$ cat config.mk
export PLATFORM = sky130hd
export DESIGN_NAME = m68000_alu_with_condition_codes_flat
export DESIGN_NICKNAME = d
export VERILOG_FILES = /design/src/sv/m68k_alu_pkg.sv /design/src/sv/m68k_alu_if.sv /design/src/sv/m68000_alu_with_condition_codes.sv /design/src/flat_wrapper.sv
export SDC_FILE = /design/constraint.sdc
export NUM_CORES = 1
export LEC_CHECK = 0
export BUFFER_PORTS_ARGS = -buffer_cell sky130_fd_sc_hd__buf_4
export CORE_ASPECT_RATIO = 0.8
export CORE_MARGIN = 4
export CORE_UTILIZATION = 40
export DETAILED_ROUTE_END_ITERATION = 6
export SLEW_MARGIN = 20
export SYNTH_ARGS = -nofsm -noshare
export SYNTH_HDL_FRONTEND = slang
export SYNTH_SLANG_ARGS = --single-unit
$ cat constraint.sdc
create_clock -name clock -period 5.3 [get_ports clock]
set_input_delay 0.53 -clock clock [delete_from_list [all_inputs] [get_ports clock]]
set_output_delay 0.53 -clock clock [all_outputs]
set_load 0.05 [all_outputs]
$ cat src/sv/m68k_alu_pkg.sv
// ----------------------------------------------------------------------------
// m68k_alu_pkg
// Types, operation codes and size helpers for the 68000-style ALU.
// ----------------------------------------------------------------------------
`timescale 1ns / 1ps

package m68k_alu_pkg;

   typedef enum logic [3:0] {
      ACT_ADD  = 4'd0,
      ACT_ADDX = 4'd1,
      ACT_AND  = 4'd2,
      ACT_ASL  = 4'd3,
      ACT_ASR  = 4'd4,
      ACT_CMP  = 4'd5,
      ACT_EOR  = 4'd6,
      ACT_LSL  = 4'd7,
      ACT_LSR  = 4'd8,
      ACT_OR   = 4'd9,
      ACT_ROL  = 4'd10,
      ACT_ROR  = 4'd11,
      ACT_ROXL = 4'd12,
      ACT_ROXR = 4'd13,
      ACT_SUB  = 4'd14,
      ACT_SUBX = 4'd15
   } action_type;

   typedef enum logic [1:0] {
      SIZE_BYTE = 2'd0,
      SIZE_WORD = 2'd1,
      SIZE_LONG = 2'd2,
      SIZE_ALT  = 2'd3
   } size_type;

   typedef enum logic {
      ST_IDLE,
      ST_RUN
   } state_type;

   localparam int DATA_W  = 32;
   localparam int COUNT_W = 6;

   function automatic logic [DATA_W-1:0] size_mask(input size_type sz);
      logic [DATA_W-1:0] m;
      unique case (sz)
         SIZE_BYTE: m = 32'h0000_00ff;
         SIZE_WORD: m = 32'h0000_ffff;
         default:   m = 32'hffff_ffff;
      endcase
      return m;
   endfunction

   function automatic logic [DATA_W-1:0] size_msb(input size_type sz);
      logic [DATA_W-1:0] m;
      unique case (sz)
         SIZE_BYTE: m = 32'h0000_0080;
         SIZE_WORD: m = 32'h0000_8000;
         default:   m = 32'h8000_0000;
      endcase
      return m;
   endfunction

endpackage

$ cat src/sv/m68k_alu_if.sv
// ----------------------------------------------------------------------------
// m68k_alu_if
// Request and response channels of the 68000-style ALU.
// ----------------------------------------------------------------------------
`timescale 1ns / 1ps

interface m68k_alu_req_if;
   logic        valid;
   logic        ready;
   logic [3:0]  action;
   logic [1:0]  op_size;
   logic [31:0] source_operand;
   logic [31:0] target_operand;
   logic [5:0]  shift_count;

   modport source (output valid, action, op_size, source_operand, target_operand,
                   shift_count, input ready);
   modport sink   (input valid, action, op_size, source_operand, target_operand,
                   shift_count, output ready);
endinterface

interface m68k_alu_rsp_if;
   logic        valid;
   logic        ready;
   logic [31:0] result_value;
   logic        flag_x;
   logic        flag_n;
   logic        flag_z;
   logic        flag_v;
   logic        flag_c;

   modport source (output valid, result_value, flag_x, flag_n, flag_z, flag_v, flag_c,
                   input ready);
   modport sink   (input valid, result_value, flag_x, flag_n, flag_z, flag_v, flag_c,
                   output ready);
endinterface

$ cat src/sv/m68000_alu_with_condition_codes.sv
// ----------------------------------------------------------------------------
// m68000_alu_with_condition_codes
// 68000-style ALU and shifter keeping the X, N, Z, V and C flags.
// ----------------------------------------------------------------------------
// Add/sub/cmp/logic: a request beat loads the operand registers, then the
//   result and flags are registered into the response register. Shifts and
//   rotates first run the single-place shift step, one place per cycle.
// Request is not ready while an item is in work, so a new one waits for it.
// The response register lets the next request in while a result waits.
// Reset (synchronous, active high) clears all flags and the sequencer.
// ----------------------------------------------------------------------------
`timescale 1ns / 1ps

module m68000_alu_with_condition_codes (
   input logic             clock,
   input logic             reset,
   m68k_alu_req_if.sink    req_chan,
   m68k_alu_rsp_if.source  rsp_chan
);

   m68k_alu_pkg::state_type  state_ff, state_in;
   m68k_alu_pkg::action_type action_ff, action_in;
   m68k_alu_pkg::size_type   size_ff, size_in;
   logic [31:0] src_ff, src_in;
   logic [31:0] r_ff, r_in;
   logic        c_ff, c_in;
   logic        ov_ff, ov_in;
   logic [5:0]  cnt_ff, cnt_in;
   logic        cnt_zero_ff, cnt_zero_in;
   logic        rsp_valid_ff, rsp_valid_in;
   logic [31:0] result_ff, result_in;
   logic        flag_x_ff, flag_x_in;
   logic        flag_n_ff, flag_n_in;
   logic        flag_z_ff, flag_z_in;
   logic        flag_v_ff, flag_v_in;
   logic        flag_c_ff, flag_c_in;

   logic        accept;
   logic [31:0] mask, msb_mask, req_mask;
   logic        is_shift, is_sub, is_left, ext_in;
   logic [32:0] sum;
   logic        carry_out;
   logic [31:0] arith_r;
   logic        in_bit, top_bit, step_c;
   logic [31:0] step_r;
   logic        done, finish;
   logic [31:0] fin_r;
   logic        fin_c, fin_v, fin_x, sticky;

   always_ff @(posedge clock) begin
      if (reset) begin
         state_ff     <= m68k_alu_pkg::ST_IDLE;
         rsp_valid_ff <= 1'b0;
         flag_x_ff    <= 1'b0;
         flag_n_ff    <= 1'b0;
         flag_z_ff    <= 1'b0;
         flag_v_ff    <= 1'b0;
         flag_c_ff    <= 1'b0;
      end else begin
         state_ff     <= state_in;
         rsp_valid_ff <= rsp_valid_in;
         flag_x_ff    <= flag_x_in;
         flag_n_ff    <= flag_n_in;
         flag_z_ff    <= flag_z_in;
         flag_v_ff    <= flag_v_in;
         flag_c_ff    <= flag_c_in;
      end
   end

   always_ff @(posedge clock) begin
      action_ff   <= action_in;
      size_ff     <= size_in;
      src_ff      <= src_in;
      r_ff        <= r_in;
      c_ff        <= c_in;
      ov_ff       <= ov_in;
      cnt_ff      <= cnt_in;
      cnt_zero_ff <= cnt_zero_in;
      result_ff   <= result_in;
   end

   always_comb begin
      mask     = m68k_alu_pkg::size_mask(size_ff);
      msb_mask = m68k_alu_pkg::size_msb(size_ff);
      req_mask = m68k_alu_pkg::size_mask(m68k_alu_pkg::size_type'(req_chan.op_size));

      is_shift = !(action_ff inside {m68k_alu_pkg::ACT_ADD, m68k_alu_pkg::ACT_ADDX,
                                     m68k_alu_pkg::ACT_CMP, m68k_alu_pkg::ACT_SUB,
                                     m68k_alu_pkg::ACT_SUBX, m68k_alu_pkg::ACT_AND,
                                     m68k_alu_pkg::ACT_EOR, m68k_alu_pkg::ACT_OR});
      is_sub   = action_ff inside {m68k_alu_pkg::ACT_CMP, m68k_alu_pkg::ACT_SUB,
                                   m68k_alu_pkg::ACT_SUBX};
      ext_in   = flag_x_ff && (action_ff inside {m68k_alu_pkg::ACT_ADDX,
                                                 m68k_alu_pkg::ACT_SUBX});
      sticky   = action_ff inside {m68k_alu_pkg::ACT_ADDX, m68k_alu_pkg::ACT_SUBX};

      // shared adder
      if (is_sub) begin
         sum = {1'b0, r_ff} - {1'b0, src_ff} - {32'd0, ext_in};
      end else begin
         sum = {1'b0, r_ff} + {1'b0, src_ff} + {32'd0, ext_in};
      end
      unique case (size_ff)
         m68k_alu_pkg::SIZE_BYTE: carry_out = sum[8];
         m68k_alu_pkg::SIZE_WORD: carry_out = sum[16];
         default:                 carry_out = sum[32];
      endcase
      arith_r = sum[31:0] & mask;

      // single-place shift step
      top_bit = |(r_ff & msb_mask);
      is_left = action_ff inside {m68k_alu_pkg::ACT_ASL, m68k_alu_pkg::ACT_LSL,
                                  m68k_alu_pkg::ACT_ROL, m68k_alu_pkg::ACT_ROXL};
      case (action_ff) inside
         m68k_alu_pkg::ACT_ASR:                         in_bit = top_bit;
         m68k_alu_pkg::ACT_ROL:                         in_bit = top_bit;
         m68k_alu_pkg::ACT_ROR:                         in_bit = r_ff[0];
         m68k_alu_pkg::ACT_ROXL, m68k_alu_pkg::ACT_ROXR: in_bit = c_ff;
         default:                                       in_bit = 1'b0;
      endcase
      if (is_left) begin
         step_r = ((r_ff << 1) & mask) | {31'd0, in_bit};
         step_c = top_bit;
      end else begin
         step_r = (r_ff >> 1) | (in_bit ? msb_mask : 32'd0);
         step_c = r_ff[0];
      end

      // final result and flags
      fin_r = r_ff;
      fin_c = 1'b0;
      fin_v = 1'b0;
      fin_x = flag_x_ff;
      case (action_ff) inside
         m68k_alu_pkg::ACT_ADD, m68k_alu_pkg::ACT_ADDX, m68k_alu_pkg::ACT_SUB,
         m68k_alu_pkg::ACT_SUBX, m68k_alu_pkg::ACT_CMP: begin
            fin_r = arith_r;
            fin_c = carry_out;
            if (is_sub) begin
               fin_v = |((r_ff ^ src_ff) & (r_ff ^ arith_r) & msb_mask);
            end else begin
               fin_v = |(~(r_ff ^ src_ff) & (r_ff ^ arith_r) & msb_mask);
            end
            if (action_ff != m68k_alu_pkg::ACT_CMP) begin
               fin_x = carry_out;
            end
         end
         m68k_alu_pkg::ACT_AND: fin_r = r_ff & src_ff;
         m68k_alu_pkg::ACT_EOR: fin_r = r_ff ^ src_ff;
         m68k_alu_pkg::ACT_OR:  fin_r = r_ff | src_ff;
         default: begin
            fin_c = c_ff;
            if (action_ff == m68k_alu_pkg::ACT_ASL) begin
               fin_v = ov_ff;
            end
            if (action_ff inside {m68k_alu_pkg::ACT_ROXL, m68k_alu_pkg::ACT_ROXR}) begin
               fin_x = c_ff;
            end else if (!cnt_zero_ff && !(action_ff inside {m68k_alu_pkg::ACT_ROL,
                                                              m68k_alu_pkg::ACT_ROR})) begin
               fin_x = c_ff;
            end
         end
      endcase
   end

   always_comb begin
      req_chan.ready = (state_ff == m68k_alu_pkg::ST_IDLE);
      accept         = req_chan.valid && req_chan.ready;
      done           = !is_shift || (cnt_ff == 6'd0);
      finish         = (state_ff == m68k_alu_pkg::ST_RUN) && done &&
                       (!rsp_valid_ff || rsp_chan.ready);

      state_in     = state_ff;
      action_in    = action_ff;
      size_in      = size_ff;
      src_in       = src_ff;
      r_in         = r_ff;
      c_in         = c_ff;
      ov_in        = ov_ff;
      cnt_in       = cnt_ff;
      cnt_zero_in  = cnt_zero_ff;
      result_in    = result_ff;
      rsp_valid_in = rsp_valid_ff && !rsp_chan.ready;
      flag_x_in    = flag_x_ff;
      flag_n_in    = flag_n_ff;
      flag_z_in    = flag_z_ff;
      flag_v_in    = flag_v_ff;
      flag_c_in    = flag_c_ff;

      unique case (state_ff)
         m68k_alu_pkg::ST_IDLE: begin
            if (accept) begin
               action_in   = m68k_alu_pkg::action_type'(req_chan.action);
               size_in     = m68k_alu_pkg::size_type'(req_chan.op_size);
               src_in      = req_chan.source_operand & req_mask;
               r_in        = req_chan.target_operand & req_mask;
               c_in        = flag_x_ff &&
                             ((req_chan.action == m68k_alu_pkg::ACT_ROXL) ||
                              (req_chan.action == m68k_alu_pkg::ACT_ROXR));
               ov_in       = 1'b0;
               cnt_in      = req_chan.shift_count;
               cnt_zero_in = (req_chan.shift_count == 6'd0);
               state_in    = m68k_alu_pkg::ST_RUN;
            end
         end
         m68k_alu_pkg::ST_RUN: begin
            if (!done) begin
               r_in   = step_r;
               c_in   = step_c;
               ov_in  = ov_ff | top_bit ^ (|(step_r & msb_mask));
               cnt_in = cnt_ff - 6'd1;
            end else if (finish) begin
               result_in    = fin_r;
               rsp_valid_in = 1'b1;
               flag_x_in    = fin_x;
               flag_n_in    = |(fin_r & msb_mask);
               flag_z_in    = (fin_r != 32'd0) ? 1'b0 : (sticky ? flag_z_ff : 1'b1);
               flag_v_in    = fin_v;
               flag_c_in    = fin_c;
               state_in     = m68k_alu_pkg::ST_IDLE;
            end
         end
         default: state_in = m68k_alu_pkg::ST_IDLE;
      endcase
   end

   assign rsp_chan.valid        = rsp_valid_ff;
   assign rsp_chan.result_value = result_ff;
   assign rsp_chan.flag_x       = flag_x_ff;
   assign rsp_chan.flag_n       = flag_n_ff;
   assign rsp_chan.flag_z       = flag_z_ff;
   assign rsp_chan.flag_v       = flag_v_ff;
   assign rsp_chan.flag_c       = flag_c_ff;

endmodule

$ cat src/flat_wrapper.sv
// flat-port wrapper written by rule: the top's interface ports become plain ports
module m68000_alu_with_condition_codes_flat 
  (clock, reset, req_chan_valid, req_chan_action, req_chan_op_size, req_chan_source_operand, req_chan_target_operand, req_chan_shift_count, req_chan_ready, rsp_chan_valid, rsp_chan_result_value, rsp_chan_flag_x, rsp_chan_flag_n, rsp_chan_flag_z, rsp_chan_flag_v, rsp_chan_flag_c, rsp_chan_ready);
  m68k_alu_req_if req_chan_i ();
  m68k_alu_rsp_if rsp_chan_i ();
  input logic clock;
  input logic reset;
  input wire logic [$bits(req_chan_i.valid)-1:0] req_chan_valid;
  input wire logic [$bits(req_chan_i.action)-1:0] req_chan_action;
  input wire logic [$bits(req_chan_i.op_size)-1:0] req_chan_op_size;
  input wire logic [$bits(req_chan_i.source_operand)-1:0] req_chan_source_operand;
  input wire logic [$bits(req_chan_i.target_operand)-1:0] req_chan_target_operand;
  input wire logic [$bits(req_chan_i.shift_count)-1:0] req_chan_shift_count;
  output wire logic [$bits(req_chan_i.ready)-1:0] req_chan_ready;
  output wire logic [$bits(rsp_chan_i.valid)-1:0] rsp_chan_valid;
  output wire logic [$bits(rsp_chan_i.result_value)-1:0] rsp_chan_result_value;
  output wire logic [$bits(rsp_chan_i.flag_x)-1:0] rsp_chan_flag_x;
  output wire logic [$bits(rsp_chan_i.flag_n)-1:0] rsp_chan_flag_n;
  output wire logic [$bits(rsp_chan_i.flag_z)-1:0] rsp_chan_flag_z;
  output wire logic [$bits(rsp_chan_i.flag_v)-1:0] rsp_chan_flag_v;
  output wire logic [$bits(rsp_chan_i.flag_c)-1:0] rsp_chan_flag_c;
  input wire logic [$bits(rsp_chan_i.ready)-1:0] rsp_chan_ready;
  assign req_chan_i.valid = req_chan_valid;
  assign req_chan_i.action = req_chan_action;
  assign req_chan_i.op_size = req_chan_op_size;
  assign req_chan_i.source_operand = req_chan_source_operand;
  assign req_chan_i.target_operand = req_chan_target_operand;
  assign req_chan_i.shift_count = req_chan_shift_count;
  assign req_chan_ready = req_chan_i.ready;
  assign rsp_chan_valid = rsp_chan_i.valid;
  assign rsp_chan_result_value = rsp_chan_i.result_value;
  assign rsp_chan_flag_x = rsp_chan_i.flag_x;
  assign rsp_chan_flag_n = rsp_chan_i.flag_n;
  assign rsp_chan_flag_z = rsp_chan_i.flag_z;
  assign rsp_chan_flag_v = rsp_chan_i.flag_v;
  assign rsp_chan_flag_c = rsp_chan_i.flag_c;
  assign rsp_chan_i.ready = rsp_chan_ready;
  m68000_alu_with_condition_codes u_core (.clock(clock), .reset(reset), .req_chan(req_chan_i), .rsp_chan(rsp_chan_i));
endmodule
After elaboration in Yosys (flattened, before gate mapping)
Index checks and enable logic that the tools add are counted.
{ "classes": {"n_addsub": 5, "eq_ne": 26, "n_mux": 54, "n_bitwise": 21, "n_reduce_logical": 39} }
{ "op_table": {"columns": ["cell", "count"], "rows": [
  ["$and 32x32->32", 12],
  ["$mux 32", 8],
  ["$pmux 32 s2", 4],
  ["$reduce_or 32->1", 5],
  ["$xor 32x32->32", 2],
  ["$eq 4x4->1 const B", 9],
  ["$mux 1", 34],
  ["$add 32x32->33", 1],
  ["$add 33x1->33", 1],
  ["$mux 33", 1],
  ["$sub 32x32->33", 1],
  ["$sub 33x1->33", 1],
  ["$not 32->32", 1],
  ["$or 31x32->32", 1],
  ["$or 32x1->32", 1],
  ["$or 32x32->32", 1],
  ["$reduce_bool 32->1", 1],
  ["$eq 4x3->1 const B", 4],
  ["$logic_not 6->1", 2],
  ["$mux 6", 2],
  ["$pmux 6 s2", 1],
  ["$ne 2x2->1 const B", 5],
  ["$eq 4x2->1 const B", 2],
  ["$pmux 1 s2", 4],
  ["other kinds (23)", 41]
]} }
{ "totals": {"reg_bits": 118, "out_inout_bits": 39, "word_cells": 161} }

Logic depth before layout (Yosys ltp)
{ "depth": {"depth_word": 15, "mapped_depth": 21, "depth_no_buf": 18} }

Least setup slack after synthesis
OpenSTA, ideal clock, no wires.
{ "synth_timing": {"path_type": "register -> register", "from": "reg u_core.action_ff[2]", "to": "reg u_core.flag_z_ff (netlist: u_core.rsp_chan.flag_z)", "setup_time_ps": 60, "arrival_ps": 4831, "required_time_ps": 5240, "setup_slack_ps": 409, "path_stages_with_launch": 20, "synth_period_minus_slack_ps": 4891, "cell_sequence": "edfxtp_1 > buf_2 > buf_2 > nor3_1 > clkbuf_1 > o21ai_0 > or2_2 > fa_1 > inv_1 > ha_1 > xor2_1 > a22o_1 > a31o_1 > or3_1 > or4_1 > or4_1 > or4_1 > nor4b_2 > nand4_1 > nand2_1"} }
{ "synth_between": {"elab_chain_cells": 10, "elab_cells_between_ends": 28, "cone_classes": "2 x add/sub; 8 x eq/ne; 6 x mux; 1 x bitwise; 11 x reduce/logical"} }
{ "synth_rtl": {"columns": ["element", "line_no", "rtl"], "rows": [
  ["start: declaration", "m68000_alu_with_condition_codes.sv:22", "m68k_alu_pkg::action_type action_ff, action_in;"],
  ["start signal: assignment", "m68000_alu_with_condition_codes.sv:71", "action_ff <= action_in;"],
  ["$eq 4x1->1 or $eq 4x4->1 (tied branches)", "m68000_alu_with_condition_codes.sv:93, m68000_alu_with_condition_codes.sv:91", null],
  ["$reduce_bool 2->1", "m68000_alu_with_condition_codes.sv:93", "ext_in = flag_x_ff && (action_ff inside {m68k_alu_pkg::ACT_ADDX,"],
  ["$logic_and 1x1->1", "m68000_alu_with_condition_codes.sv:93", null],
  ["$add 33x1->33 or $sub 33x1->33 (tied branches)", "m68000_alu_with_condition_codes.sv:101, m68000_alu_with_condition_codes.sv:99", null],
  ["$mux 33", "m68000_alu_with_condition_codes.sv:98", "if (is_sub) begin"],
  ["$and 32x32->32", "m68000_alu_with_condition_codes.sv:108", "arith_r = sum[31:0] & mask;"],
  ["$mux 32 *", "m68000_alu_with_condition_codes.sv:134", "case (action_ff) inside"],
  ["via u_core.fin_r[0]", "m68000_alu_with_condition_codes.sv:47", "logic [31:0] fin_r;"],
  ["$reduce_bool 32->1 *", "m68000_alu_with_condition_codes.sv:217", "flag_z_in = (fin_r != 32'd0) ? 1'b0 : (sticky ? flag_z_ff : 1'b1);"],
  ["$ne 2x2->1 (no line)", null, null],
  ["$reduce_and 4->1 (no line)", null, null],
  ["end signal: assignment", "m68000_alu_with_condition_codes.sv:64", "flag_z_ff <= flag_z_in;"],
  ["end: declaration", "m68000_alu_with_condition_codes.sv:34", "logic flag_z_ff, flag_z_in;"]
]} }
The timed path passes the listed nets; every way through them passes the cells marked *.
A chain may end at the register's enable or synchronous reset.

Worst setup path after layout
Same ends and word-level chain as after synthesis.

==> run summary <==
Synthesis produced 1395 cells. Summing over every cut layer, the via total after detailed routing is 11140. The floorplan step defined a die boundary enclosing 31750 um^2.

Sequential cells account for 27.6% of the total power. The number of antenna diodes in the final layout is 0. After Yosys synthesis, full adders, half adders and majority gates account for 14.52% of the synthesized area. Summing the areas of all compound-gate instances in the mapped netlist gives 23.84% of the synthesized area.

The clock passes through at most 2 buffers. Counting every sink on the clock net gives 118. The logs give 1.896 mW for the net switching power and 0.9369 for the routability congestion estimate. Number of max-slew violations in the final report: 0. CTS placed an instance of sky130_fd_sc_hd__clkbuf_16 at the clock tree root. Family with the most delay on the worst path: compound AO/OA/AOI/OAI gates. The tools report the number of nets in the layout as 1695. In this run the biggest area consumer among cell types represents 28.79% of the synthesized area.

The clock network accounts for 26.6% of the total power. Compared with the post-synthesis result, the final layout area differs by 17.16%. Clock-pin slew was measured on the worst setup and hold paths at 0.07 ns. The run gives 1298 as the initial detailed-routing violation count. Setup repair after global routing left no endpoint under its margin. The run gives 5.705 nW as the leakage power summed over all cells.

The first global-routing pass estimated 60930 um of wire. The number of setup buffers added after CTS is 0. The tools report the area occupied by registers as 3473 um^2. The tools report the number of global-route vias before repair as 10070.

At the pin with the least slew margin, the transition time is 1.024 ns. Once detail routing completed, the nets flagged for antenna violations numbered 0. The final setup violation count was 0.

Dividing the detail-routed wire length by the instance count gives 21.66 um. The flow ran to the end, and the final reports show no timing, DRC or antenna violations. The average cell area after synthesis was 8.300 um^2. Most instantiated flip-flop cell in the synthesis netlist: sky130_fd_sc_hd__edfxtp_1.

At the worst endpoint, the required time is 5.68 ns. The count of endpoints failing hold in the final timing report was 0. The internal power of the cells came out at 2.646 mW.

The worst max-slew margin expressed relative to the limit was 31.58%. TritonCTS built the clock tree. The clock arrives with 0.01941 ns of skew. The first detailed-routing pass took 7 iterations.

Synthesis produced a netlist with a net count of 1607. The largest single stage delay on the critical path is 0.53 ns. In the final layout, the multi-input gates occupy 7405 um^2.

The count of buffers from port buffering was 118; the switching fraction of total power was 41.75%. The share of the Yosys chip area taken by registers is 30.00%. The Yosys step of the flow raised 0 warnings.

The run gives 11580 um^2 as the cell area after technology mapping. Synthesis inferred 118 register bits. Max-cap violations in this run came to 0. In this run the worst hold path is classified as input port to register. Of the total synthesized cell area, the portion taken by XOR and XNOR cells is 3.933%. Among all stages on the critical path, the largest delay is contributed by sky130_fd_sc_hd__o21ai_0. Pin count of the biggest net entering global routing: 41.

The data arrival time of the critical path came out at 5.36 ns. After detailed routing, the number of vias per cell comes to 5.972. The combinational group share of total power is 45.8%. By area, the combinational part of the netlist is dominated by compound AO/OA/AOI/OAI gates.

Traced cell by cell, the critical path runs through and3_1, o21ai_0, or2_2, inv_1, fa_1, fa_1, nand2b_1, a31oi_1, o21ai_0, a211oi_1, nor2_1, buf_4, a311oi_1, a211oi_1, o21ai_0, a2111oi_2, buf_4, nand4_1, nand2_1. The period utilization is 93.98%. The clock reaches the later pin of the worst-skew pair after 0.45 ns. Cells fill 47.73% of the core in the end. Yosys attributes the largest share of cell area to sky130_fd_sc_hd__edfxtp_1 29%, sky130_fd_sc_hd__ha_1 14%, sky130_fd_sc_hd__a21oi_1 4.7%. Pin placement for this block handled 119 I/O pins. Row generation in the floorplan step produced 55 rows. The proportion of register bits with asynchronous set or reset after synthesis is 0%. After detailed placement, the design holds a cell count of 1833.

Global routing used 24.86% of the available tracks across all layers. The tools report the top achievable clock speed as 0.2008 GHz. The run gives 0 ns as the setup TNS. The number of enable flip-flop cells after synthesis is 111. The die is 198.2 um wide. Measured along the y axis, the die boundary spans 160.2 um. The area of the placeable core was 28420 um^2; the number of distinct standard cells referenced by the synthesized netlist was 75. The logs give 0 for the initial antenna violation count and 17 for the total clock buffers created by CTS. After layout, the minimum clock period comes to 4.981 ns. After detailed routing, the number of remaining DRC violations is 0.

Of all nets on the critical path, the largest fanout is 10. The synthesized-area fraction occupied by and/or/nand/nor cells works out to 18.51%. The ratio of cells with drive above 1 in the final layout was 15.44%.

The tools report the sort of element at the start of the critical path as a register. The number of buffers and inverters on the critical path is 3. Of all cell types, the one taking the most synthesized area is sky130_fd_sc_hd__edfxtp_1. The endpoint class of the critical path is a register. Most numerous cell on the critical path: sky130_fd_sc_hd__o21ai_0. The fill cell instance count of the final layout is 2799.

Of the post-synthesis cell area, the part taken by muxes is 2.421%. The tools report the maximum resistive drop on vdd as 0.2477 mV. The total overflow left after global routing is 0. The critical path is of the register to register type. For the number of H-tree branching levels, the log shows 4.

The half-perimeter wire length of the detailed placement result was 31490 um; the non-filler instance count after layout was 1866. The logs give 40.74% for the initial core utilization and 40410 um for the routed wire length. In this run the power density over the cells is 334.8 nW/um^2.
## cell usage in the layout, fill, tap and decap left out, types with 6 or more instances in the layout
master,n
sky130_fd_sc_hd__nand4_1,15
sky130_fd_sc_hd__o21a_1,9
sky130_fd_sc_hd__o211ai_1,27
sky130_fd_sc_hd__a211oi_1,40
sky130_fd_sc_hd__mux2_2,6
sky130_fd_sc_hd__nand2b_1,7
sky130_fd_sc_hd__nor2b_1,11
sky130_fd_sc_hd__a31oi_1,21
sky130_fd_sc_hd__or2_2,11
sky130_fd_sc_hd__clkbuf_16,17
sky130_fd_sc_hd__mux2i_1,19
sky130_fd_sc_hd__o21ai_0,86
sky130_fd_sc_hd__a21o_1,16
sky130_fd_sc_hd__a31o_2,10
sky130_fd_sc_hd__or3_1,6
sky130_fd_sc_hd__and2_1,28
sky130_fd_sc_hd__xnor2_1,26
sky130_fd_sc_hd__nor4_1,9
sky130_fd_sc_hd__a211o_1,10
sky130_fd_sc_hd__a21oi_1,108
sky130_fd_sc_hd__nand3_1,31
sky130_fd_sc_hd__xor2_1,26
sky130_fd_sc_hd__nor3_1,46
sky130_fd_sc_hd__a221o_1,7
sky130_fd_sc_hd__dfxtp_1,7
sky130_fd_sc_hd__o21bai_1,11
sky130_fd_sc_hd__o22ai_1,9
sky130_fd_sc_hd__o31ai_1,6
sky130_fd_sc_hd__inv_1,118
sky130_fd_sc_hd__ha_1,128
sky130_fd_sc_hd__edfxtp_1,111
sky130_fd_sc_hd__buf_4,153
sky130_fd_sc_hd__nor2_1,105
sky130_fd_sc_hd__nor3b_1,7
sky130_fd_sc_hd__and3_1,13
sky130_fd_sc_hd__nand2_1,124
## final timing paths
path                         startpoint                     end  slack, ns  cells after the start
max                 u_core.action_ff[2]  u_core.rsp_chan.flag_z       0.32                     19
min          req_chan_source_operand[7]        u_core.src_ff[7]       0.26                      1
max reg2reg         u_core.action_ff[2]  u_core.rsp_chan.flag_z       0.32                     19
min reg2reg       u_core.rsp_chan.valid   u_core.rsp_chan.valid       0.55                      2
## power by group through the flow
stage	combinational (mW)	clock (mW)	sequential (mW)
6_report	2.08	1.21	1.25
5_1_grt	2.25	1.27	1.26
3_5_place_dp	2.00	0	1.27
4_1_cts	2.01	1.23	1.25
3_3_place_gp	1.98	0	1.27
2_1_floorplan	1.34	0	1.31
## metal layers
| layer | global-route usage (%) | up-vias | share of wire (%) |
|---|---|---|---|
| li1 | - | 5249 | - |
| met1 | 41.19 | 5311 | 50 |
| met2 | 31.34 | 554 | 37 |
| met3 | 6.855 | 30 | 11 |
| met4 | 4.599 | 0 | 1.2 |
| met5 | 0 | - | 0 |
## cell usage after synthesis (12+ instances only)
library cell,number
sky130_fd_sc_hd__a21oi_1,108
sky130_fd_sc_hd__a31oi_1,21
sky130_fd_sc_hd__and3_1,13
sky130_fd_sc_hd__nand3_1,31
sky130_fd_sc_hd__a21o_1,16
sky130_fd_sc_hd__nand2_1,124
sky130_fd_sc_hd__nor3_1,46
sky130_fd_sc_hd__edfxtp_1,111
sky130_fd_sc_hd__xnor2_1,26
sky130_fd_sc_hd__o211ai_1,27
sky130_fd_sc_hd__clkbuf_1,65
sky130_fd_sc_hd__nor2b_1,12
sky130_fd_sc_hd__xor2_1,26
sky130_fd_sc_hd__mux2i_1,19
sky130_fd_sc_hd__and2_1,28
sky130_fd_sc_hd__ha_1,128
sky130_fd_sc_hd__o21ai_0,87
sky130_fd_sc_hd__inv_1,118
sky130_fd_sc_hd__nor2_1,107
sky130_fd_sc_hd__nand4_1,15
sky130_fd_sc_hd__a211oi_1,40
## timing repair
item	4_1_cts	5_1_grt
hold endpoints to repair	0	0
hold buffers	0	0
gates resized for setup	0	4
endpoints found under the setup margin	0	1
## per-stage QoR
step | area [um^2] | hold slack [ns] | total power, mW | worst slack [ns]
final | 13570 | 0.2608 | 4.541 | 0.3190
after global routing | 13570 | 0.2448 | 4.782 | 0.07446
after CTS | 13520 | 0.2405 | 4.494 | 0.1502
after detailed placement | 12930 | 0.5406 | 3.265 | 0.1863
after global placement | 12930 | 0.5387 | 3.253 | 0.2969
after floorplan | 11580 | 0.5305 | 2.650 | 0.4087
## kinds of logic after synthesis
group | after synthesis
AOI/OAI and AO/OA | 422
xor gates and xnor gates | 52
adders and majority gates | 132
buffers and inverters | 206
DFF | 118
muxes | 26
and+or+nand+nor | 439
## flip-flops by register name, summed over array words and instances (netlist names), 2 cells and up
signal                        count
u_core.action_ff                  4
u_core.cnt_ff                     6
u_core.r_ff                      32
u_core.rsp_chan.result_value     32
u_core.size_ff                    2
u_core.src_ff                    32
## area by class of cell
| cell class | count | area share (%) |
|---|---|---|
| clock inverters | 15 | 1.245 |
| multi-input cells | 1071 | 54.58 |
| well taps | 370 | 3.413 |
| inverters | 121 | 3.348 |
| clock buffers | 17 | 3.136 |
| repair buffers | 154 | 8.670 |
| flip-flops and latches | 118 | 25.60 |
(Power assumes the default switching activity.)
